--- src/hw/rtl/labeled_blob_centroid_stats_top_assert.svh ---
// Assertion macros shared by the blob centroid statistics RTL.
// No dependencies; included by the modules that carry assertions.
`ifndef LABELED_BLOB_CENTROID_STATS_TOP_ASSERT_SVH
`define LABELED_BLOB_CENTROID_STATS_TOP_ASSERT_SVH
`ifndef SYNTHESIS
`define BCS_ASSERT_IMP(lbl, clk, rstn, ante, cons) \
	lbl: assert property (@(posedge clk) disable iff (!rstn) (ante) |-> (cons)) \
		else $error("assertion failed");
`define BCS_ASSERT_NXT(lbl, clk, rstn, ante, cons) \
	lbl: assert property (@(posedge clk) disable iff (!rstn) (ante) |=> (cons)) \
		else $error("assertion failed");
`else
`define BCS_ASSERT_IMP(lbl, clk, rstn, ante, cons)
`define BCS_ASSERT_NXT(lbl, clk, rstn, ante, cons)
`endif
`endif

--- src/hw/rtl/bcs_pkg.sv ---
// Package of the blob centroid statistics block: constants, payload types,
// controller states and the command and status structs. No dependencies.
`default_nettype none
package bcs_pkg;
	localparam int unsigned MAX_DROPLETS = 64;
	localparam int unsigned SLOT_W = 6;
	localparam int unsigned DC_W = 7;
	localparam int unsigned MAX_COLUMNS = 1024;
	localparam int unsigned MAX_ROWS = 1024;
	localparam int unsigned POS_W = 10;
	localparam int unsigned WIDTH_W = 11;
	localparam int unsigned MISS_LIMIT = 10;
	localparam int unsigned CEN_W = 19;
	localparam int unsigned STAT_W = 153;
	localparam logic REG_IMAGE_WIDTH = 1'b0;

	typedef struct packed {
		logic signed [15:0] intensity;
		logic [20:0] label;
		logic end_of_frame;
	} pix_t;

	typedef struct packed {
		logic [20:0] droplet_label;
		logic [20:0] pixel_count;
		logic signed [35:0] intensity_sum;
		logic [18:0] x_centroid;
		logic [18:0] y_centroid;
		logic zero_sum_flag;
		logic [3:0] error_count;
		logic overflow_flag;
		logic last_result;
	} res_t;

	typedef struct packed {
		logic [20:0] cnt;
		logic [35:0] sum;
		logic [47:0] xm;
		logic [47:0] ym;
	} stat_t;

	typedef enum logic [3:0] {
		ST_IDLE, ST_DECIDE, ST_SRCH_RD, ST_SRCH_CMP, ST_ACC_RD, ST_ACC_WR,
		ST_DMP_RD, ST_DMP_CAP, ST_DIVX_GO, ST_DIV_X, ST_DIV_Y, ST_EMIT, ST_CLEAR
	} state_t;

	typedef struct packed {
		logic accept;
		logic open_slot;
		logic miss;
		logic use_cur;
		logic srch_init;
		logic srch_rd;
		logic srch_hit;
		logic srch_next;
		logic acc_rd;
		logic acc_wr;
		logic dump_init;
		logic dump_rd;
		logic dump_cap;
		logic div_start;
		logic div_sel_y;
		logic cap_x;
		logic cap_y;
		logic emit;
		logic clear;
	} cmd_t;

	typedef struct packed {
		logic skip;
		logic is_new;
		logic is_cur;
		logic full;
		logic srch_end;
		logic hit;
		logic abort_nx;
		logic eof;
		logic dump_end;
		logic div_done;
	} sts_t;
endpackage
`default_nettype wire

--- src/hw/rtl/bcs_ctrl.sv ---
// Controller state machine: sequences lookup, accumulation and the dump.
// Depends on bcs_pkg.
`default_nettype none
module bcs_ctrl (
	input  wire logic           clk,
	input  wire logic           arst_n,
	input  wire logic           start,
	input  wire bcs_pkg::sts_t  sts,
	output logic                busy,
	output bcs_pkg::cmd_t       cmd
);
	bcs_pkg::state_t state_q, state_d;

	always_ff @(posedge clk or negedge arst_n) begin
		if (!arst_n) begin
			state_q <= bcs_pkg::ST_IDLE;
		end else begin
			state_q <= state_d;
		end
	end

	always_comb begin
		bcs_pkg::state_t fin;
		fin = sts.eof ? bcs_pkg::ST_DMP_RD : bcs_pkg::ST_IDLE;
		cmd = '0;
		state_d = state_q;
		unique case (state_q)
			bcs_pkg::ST_IDLE: begin
				if (start) begin
					cmd.accept = 1'b1;
					state_d = bcs_pkg::ST_DECIDE;
				end
			end
			bcs_pkg::ST_DECIDE: begin
				priority if (sts.skip) begin
					cmd.dump_init = sts.eof;
					state_d = fin;
				end else if (sts.is_new) begin
					cmd.open_slot = 1'b1;
					cmd.dump_init = sts.full && sts.eof;
					state_d = sts.full ? fin : bcs_pkg::ST_ACC_RD;
				end else if (sts.is_cur) begin
					cmd.use_cur = 1'b1;
					state_d = bcs_pkg::ST_ACC_RD;
				end else begin
					cmd.srch_init = 1'b1;
					state_d = bcs_pkg::ST_SRCH_RD;
				end
			end
			bcs_pkg::ST_SRCH_RD: begin
				if (sts.srch_end) begin
					cmd.miss = 1'b1;
					cmd.dump_init = (sts.full || sts.abort_nx) && sts.eof;
					state_d = (sts.full || sts.abort_nx) ? fin : bcs_pkg::ST_ACC_RD;
				end else begin
					cmd.srch_rd = 1'b1;
					state_d = bcs_pkg::ST_SRCH_CMP;
				end
			end
			bcs_pkg::ST_SRCH_CMP: begin
				if (sts.hit) begin
					cmd.srch_hit = 1'b1;
					state_d = bcs_pkg::ST_ACC_RD;
				end else begin
					cmd.srch_next = 1'b1;
					state_d = bcs_pkg::ST_SRCH_RD;
				end
			end
			bcs_pkg::ST_ACC_RD: begin
				cmd.acc_rd = 1'b1;
				state_d = bcs_pkg::ST_ACC_WR;
			end
			bcs_pkg::ST_ACC_WR: begin
				cmd.acc_wr = 1'b1;
				cmd.dump_init = sts.eof;
				state_d = fin;
			end
			bcs_pkg::ST_DMP_RD: begin
				if (sts.dump_end) begin
					state_d = bcs_pkg::ST_CLEAR;
				end else begin
					cmd.dump_rd = 1'b1;
					state_d = bcs_pkg::ST_DMP_CAP;
				end
			end
			bcs_pkg::ST_DMP_CAP: begin
				cmd.dump_cap = 1'b1;
				state_d = bcs_pkg::ST_DIVX_GO;
			end
			bcs_pkg::ST_DIVX_GO: begin
				cmd.div_start = 1'b1;
				state_d = bcs_pkg::ST_DIV_X;
			end
			bcs_pkg::ST_DIV_X: begin
				if (sts.div_done) begin
					cmd.cap_x = 1'b1;
					cmd.div_start = 1'b1;
					cmd.div_sel_y = 1'b1;
					state_d = bcs_pkg::ST_DIV_Y;
				end
			end
			bcs_pkg::ST_DIV_Y: begin
				if (sts.div_done) begin
					cmd.cap_y = 1'b1;
					state_d = bcs_pkg::ST_EMIT;
				end
			end
			bcs_pkg::ST_EMIT: begin
				cmd.emit = 1'b1;
				state_d = bcs_pkg::ST_DMP_RD;
			end
			bcs_pkg::ST_CLEAR: begin
				cmd.clear = 1'b1;
				state_d = bcs_pkg::ST_IDLE;
			end
			default: state_d = bcs_pkg::ST_IDLE;
		endcase
	end

	assign busy = state_q != bcs_pkg::ST_IDLE;
endmodule
`default_nettype wire
--- config.mk ---
export PLATFORM = sky130hd
export DESIGN_NAME = bcs_ctrl
export DESIGN_NICKNAME = d
export VERILOG_FILES = /design/src/hw/rtl/labeled_blob_centroid_stats_top_assert.svh /design/src/hw/rtl/bcs_pkg.sv /design/src/hw/rtl/bcs_ctrl.sv
export SDC_FILE = /design/constraint.sdc
export NUM_CORES = 1
export LEC_CHECK = 0
export CORE_MARGIN = 1.5
export CORE_UTILIZATION = 35
export CTS_BUF_LIST = sky130_fd_sc_hd__clkbuf_4 sky130_fd_sc_hd__clkbuf_8
export CTS_CLUSTER_DIAMETER = 30
export DETAILED_ROUTE_END_ITERATION = 8
export DONT_BUFFER_PORTS = 1
export GPL_TIMING_DRIVEN = 0
export PLACE_DENSITY = 0.57
export SLEW_MARGIN = 20
export SYNTH_ARGS = -nofsm -noshare
export SYNTH_HDL_FRONTEND = slang
export SYNTH_SLANG_ARGS = --single-unit
--- constraint.sdc ---
create_clock -name clk -period 1.69 [get_ports clk]
set_input_delay 0.169 -clock clk [delete_from_list [all_inputs] [get_ports clk]]
set_output_delay 0.169 -clock clk [all_outputs]
set_load 0.01 [all_outputs]
==> results of run 1 <==
where the power goes:
group / switching, W / internal (W) / leakage, nW
Sequential: 0.0000420 / 0.000143 / 0.0510
Clock: 0.0000403 / 0.0000795 / 0.0138
Combinational: 0.000527 / 0.000347 / 0.209
Total: 0.000609 / 0.000569 / 0.274
cell families after synthesis:
family                 count (synthesis)
AOI/OAI and AO/OA                     21
DFF                                    4
and+or+nand+nor                       43
buffers and inverters                 11
worst min path at each step:
| stage | startpoint | to | slack (ns) | cells past startpoint |
|---|---|---|---|---|
| 3_5_place_dp | arst_n | state_q[3] | -0.13 | 0 |
| 6_report | sts[0] | state_q[0] | 0.04 | 1 |
| 5_1_grt | sts[0] | state_q[0] | 0.05 | 1 |
| 3_3_place_gp | arst_n | state_q[3] | -0.13 | 0 |
| 2_1_floorplan | arst_n | state_q[0] | -0.13 | 0 |
| 4_1_cts | sts[0] | state_q[0] | 0.04 | 1 |
synth_stat cells, drive strengths merged:
| library cell | count | area, um^2 |
|---|---|---|
| nor2 | 16 | 60.1 |
| nor3 | 6 | 30.0 |
| buf | 5 | 33.8 |
| nand2 | 5 | 18.8 |
| and3 | 4 | 25.0 |
| dfrtp | 4 | 100 |
| o21ai | 4 | 20.0 |
| clkbuf | 3 | 12.5 |
| inv | 3 | 11.3 |
| nand2b | 3 | 18.8 |
| nor2b | 3 | 18.8 |
| a21o | 2 | 15.0 |
| a22o | 2 | 17.5 |
| o2bb2ai | 2 | 30.0 |
| o32a | 2 | 20.0 |
| o32ai | 2 | 25.0 |
| a2111o | 1 | 11.3 |
| a2111oi | 1 | 8.76 |
| a21oi | 1 | 5.00 |
| a221o | 1 | 10.0 |
| a221oi | 1 | 15.0 |
| nand3 | 1 | 5.00 |
| nor3b | 1 | 7.51 |
| nor4b | 1 | 8.76 |
| o21bai | 1 | 7.51 |
| o22a | 1 | 8.76 |
| or2 | 1 | 6.26 |
| or2b | 1 | 7.51 |
| or4b | 1 | 13.8 |
metrics by stage:
step | worst slack (ns) | TNS, ns | total power (W) | hold slack (ns)
after floorplan | 0.277 | 0 | 0.000853 | -0.127
after global placement | 0.186 | 0 | 0.000993 | -0.127
after detailed placement | 0.187 | 0 | 0.000998 | -0.127
after CTS | 0.00894 | 0 | 0.00114 | 0.0418
after global routing | -0.0535 | -0.201 | 0.00130 | 0.0492
final | 0.0360 | 0 | 0.00118 | 0.0426
routing by layer:
layer	share of wire, %	vias to the layer above
met2	46	28
met3	7.4	2
met4	1.2	0
met5	0	-
met1	45	283
li1	-	293
repair_timing:
item                                    in CTS  in global routing
hold buffers                                 1                  0
pin swaps                                    0                  0
gates resized for setup                      3                 10
endpoints found under the setup margin       2                  9
hold endpoints to repair                     4                  0
area by class of cell:
cell class              count  area, um^2
clock buffers               3        22.5
flip-flops and latches      4         100
plain buffers               7        45.0
inverters                   3        11.3
multi-input cells          64         448
fillers                   171         867
repair buffers              1        10.0
well taps                  16        20.0
==> results.yml, run 1 <==
cts:
  cts.path.max_buffers: 2
  cts_tree: "done"
  cts_setup_buffers: 0
  worstSkewPairLatency_ns: 0.24
  htreeDepth: 1
  tritoncts.num_buffers: 3
  cts_root_buf: "clkbuf_4"
  clk_pin_slew_worst_paths_ns: 0.04
  cts.sinks: 4
timing:
  max_slew_margin_pct: 74.2
  rsz0062_at_grt: "true"
  finalMaxSlewViolations: 0
  tightest_slew_ns: 0.377
  period_share_pct: 97.9
  period_minus_slack_ns: 1.65
  hold_viol: 0
  timing.fmax_mhz: 605
  finalClockSkew_ns: 0.00541
  setup_viol_count_final: 0
worst_setup_path:
  crit_chain: "buf_2, or2b_1, nor3_1"
  rr_endpoint: "state_q[1]"
  cp.buffers_inverters: 1
  crit_cells: 3
  cpLargestDelayFamily: "simple AND/OR/NAND/NOR gates"
  start_kind: "register"
  startpoint: "state_q[2]"
  critPathMaxStageDelay_ns: 0.40
  cp-endpoint: "cmd[5]"
  crit_arrival_ns: 1.48
  r2r_setup_slack_ns: 0.18
  rr_startpoint: "state_q[2]"
  path_class: "reg -> out"
  crit_slowest_cell: "dfrtp_1"
  required_ns: 1.52
  reg2reg_depth: 5
  cp_max_fo: 10
  crit_path_end_kind: "output port"
cells_and_area:
  fin_cells: 98
  reg_top3: "state_q x4"
  fin_util_pct: 43.1
  layout_common_cells: "nor2_1, nor3_1, nand2_1, nor2_2"
  final_common_cell: "nor2_1"
  largest_reg_flops: 4
  final_area_um2: 657
  nets: 97
  drive_gt1_share_pct: 29.3
  area_growth_pct: 14.9
  regMostFlops: "state_q"
  antenna_cells: 0
routing:
  drt-initial-drc-count: 20
  routed_wl_um: 1480
  via_per_inst: 6.18
  wl_per_cell_um: 15.1
  num_vias: 606
  drtPass1Iterations: 4
  drtAntennaViolNets: 0
  drc: 0
run:
  maxCapViolations: 0
placement:
  place_area_um2: 592
  gp_congestion: 0.758
  placed_cells: 95
  dp_hpwl_um: 1180
  port-buffer-count: 0
synthesis:
  synth_compound_area_share_pct: 33.9
  syn_inst: 79
  yosys-mux-area-fraction_pct: 0
  synth-simple-area-share_pct: 38.5
  ys_warn_count: 0
  synth-seq-cells: 4
  synth_xor_area_share_pct: 0
  syn_nets: 92
  synthAdderAreaFrac_pct: 0
  syn_area_um2: 572
  yosysUniqueCellTypes: 33
  synth_top_family_by_area: "simple AND/OR/NAND/NOR gates"
  yosysSeqAreaShare_pct: 17.5
  avgSynthCellArea_um2: 7.24
global_routing:
  use_met3_pct: 1.67
  grt_max_degree: 11
  grt_pass1_wl_um: 2420
  gr-total-overflow: 0
  track_usage_pct: 17.2
  use_met1_pct: 23.3
  antenna_found_initial: 0
  grt_pass1_vias: 560
  busiest_layer: "met2"
  grt_util_met2_pct: 26.9
die:
  die_w_um: 43.4
  core_area_um2: 1520
  die_area_um2: 1890
  io_pins: 33
  dieHeight_um: 43.4
  fp-row-count: 14
  start_util_pct: 37.5
worst_hold_path:
  hp-class: "in -> reg"
status:
  status: "finished clean"
power:
  cellPowerDensity_nw_per_um2: 1790
  power_leakage_nw: 0.274
  peakVddDrop_v: 0.000780
Note: power is estimated with default switching activity, not from simulation.
==> run 2, diff against run 1 <==
PLACE_DENSITY = default   (was 0.57)
PLACE_DENSITY_LB_ADDON = 0.12   (was default)
==> run 2 against run 1 <==
  * Non-clock buffer count rose by 1
  * Register-to-register slack got worse by 0.04 ns
  * Global-route usage rose by 2.5 points
  * Routed wire length rose by 9.7%
  * Clock-buffer cell count did not move
  * Sequential power barely moved
  * Total power rose by 1.5%
  * First-iteration DRC count fell by 80%
  * Largest cell class unchanged
  * Highest routed layer unchanged
==> results.yml, run 2 (synthesis gave the netlist of run 1 again) <==
status:
  status: "finished clean"
routing:
  drt-initial-drc-count: 4
  num_vias: 617
  drtPass1Iterations: 4
  wl_per_cell_um: 16.4
  via_per_inst: 6.23
  drtAntennaViolNets: 0
  routed_wl_um: 1620
  drc: 0
worst_hold_path:
  min-delay-start: "sts[0]"
  hp-class: "in -> reg"
  whs_path_depth: 1
  hold_end: "state_q[0]"
timing:
  worst_slack_ns: 0.0519
  period_minus_slack_ns: 1.64
  tightest_slew_ns: 0.398
  timing.fmax_mhz: 610
  setup_viol_count_final: 0
  rsz0062_at_grt: "true"
  whs_ns: 0.0593
  hold_viol: 0
  tns_ns: 0
  period_share_pct: 96.9
  max_slew_margin_pct: 72.8
  finalClockSkew_ns: 0.0000508
  finalMaxSlewViolations: 0
worst_setup_path:
  rr_startpoint: "state_q[3]"
  critPathMaxStageDelay_ns: 0.39
  crit_arrival_ns: 1.47
  reg2reg_depth: 5
  rr_endpoint: "state_q[0]"
  crit_path_end_kind: "output port"
  r2r_setup_slack_ns: 0.14
  required_ns: 1.52
  crit_chain: "buf_2, nor2_2, nand3_1, o32a_1, nor2_2"
  cp_max_fo: 10
  start_kind: "register"
  cp_common_cell: "nor2_2"
  crit_slowest_cell: "dfrtp_1"
  path_class: "reg -> out"
power:
  cellPowerDensity_nw_per_um2: 1790
  net-switching-power_w: 0.000626
  p_sw_share_pct: 52.4
  intPower_w: 0.000569
  clock_power_share_pct: 10.0
  peakVddDrop_v: 0.000787
  p_seq_share_pct: 15.4
  total_power_w: 0.00120
  comb_power_share_pct: 74.6
  power_leakage_nw: 0.278
cells_and_area:
  drive_gt1_share_pct: 32.5
  final_area_um2: 669
  layout_common_cells: "nor2_1, nor2_2, nand2_1"
  antenna_cells: 0
  final_common_cell: "nor2_1"
  nets: 98
  reg_top3: "state_q x4"
  largest_reg_flops: 4
  area_growth_pct: 17.1
  regMostFlops: "state_q"
  fill_cells: 174
die:
  die_area_um2: 1890
  dieHeight_um: 43.4
  start_util_pct: 37.5
  io_pins: 33
  die_w_um: 43.4
  fp-row-count: 14
  core_area_um2: 1520
global_routing:
  grt_pass1_vias: 633
  antenna_found_initial: 0
  grt_pass1_wl_um: 2750
  track_usage_pct: 19.6
  gr-total-overflow: 0
  grt_max_degree: 11
placement:
  post-place-ws_ns: 0.162
  place_area_um2: 592
  port-buffer-count: 0
  gp_congestion: 0.750
  dp_hpwl_um: 1220
cts:
  worstSkewPairLatency_ns: 0.24
  htreeDepth: 1
  cts_tree: "done"
  cts.path.max_buffers: 2
  cts_root_buf: "clkbuf_4"
  clk_pin_slew_worst_paths_ns: 0.04
  cts.sinks: 4
  tritoncts.num_buffers: 3
run:
  maxCapViolations: 0
[run 2: area by class of cell]
| class | instances | area (um^2) | area share (%) |
|---|---|---|---|
| sequential | 4 | 100 | 15.0 |
| tap | 16 | 20.0 | 2.99 |
| clock buffer | 3 | 22.5 | 3.36 |
| inverter | 3 | 11.3 | 1.68 |
| multi-input combinational | 64 | 455 | 68.0 |
| timing repair buffer | 1 | 10.0 | 1.50 |
| buffer | 8 | 50.0 | 7.48 |
[run 2: worst max-delay path by stage]
stage	end	startpoint	slack [ns]	cells after the start
finish	cmd[8]	state_q[2]	0.05	5
global route	cmd[8]	state_q[1]	-0.05	5
CTS	cmd[14]	state_q[3]	0.001	5
detailed placement	state_q[0]	state_q[3]	0.16	5
global placement	cmd[8]	state_q[2]	0.17	5
floorplan	state_q[0]	state_q[3]	0.28	5
[run 2: metal layers]
| metal | vias to the layer above | global-route usage, % | part of all wire (%) |
|---|---|---|---|
| li1 | 295 | - | - |
| met1 | 292 | 25.3 | 44 |
| met2 | 28 | 29.9 | 48 |
| met3 | 2 | 7.08 | 7.0 |
| met4 | 0 | 7.88 | 0.80 |
| met5 | - | 0 | 0 |
[run 2: power groups by stage]
stage	registers, W	logic [W]	clock network, W
after floorplan	0.000171	0.000682	0
after global placement	0.000179	0.000823	0
after detailed placement	0.000182	0.000829	0
after CTS	0.000182	0.000859	0.000124
after global routing	0.000189	0.000995	0.000133
final	0.000184	0.000892	0.000119
[run 2: critical path, delay by kind of cell, from the launching register on]
family,cells,cell delay [ns]
AOI/OAI and AO/OA,1,0.19
DFF,1,0.39
buffers and inverters,1,0.20
and+or+nand+nor,3,0.45
[run 2: through the flow]
step | util, % | cells
floorplan | - | 79
global placement | 38.8 | 95
detailed placement | 38.8 | 95
CTS | 42.1 | 99
global route | 43.9 | 99
finish | 43.9 | 99
[run 2: what timing repair did]
item                                   4_1_cts  5_1_grt
endpoints found under the hold margin        4        0
gates resized for setup                      6        8
setup endpoints to repair                    4        7
gates cloned                                 0        0
hold buffers                                 1        0
buffers inserted                             0        0
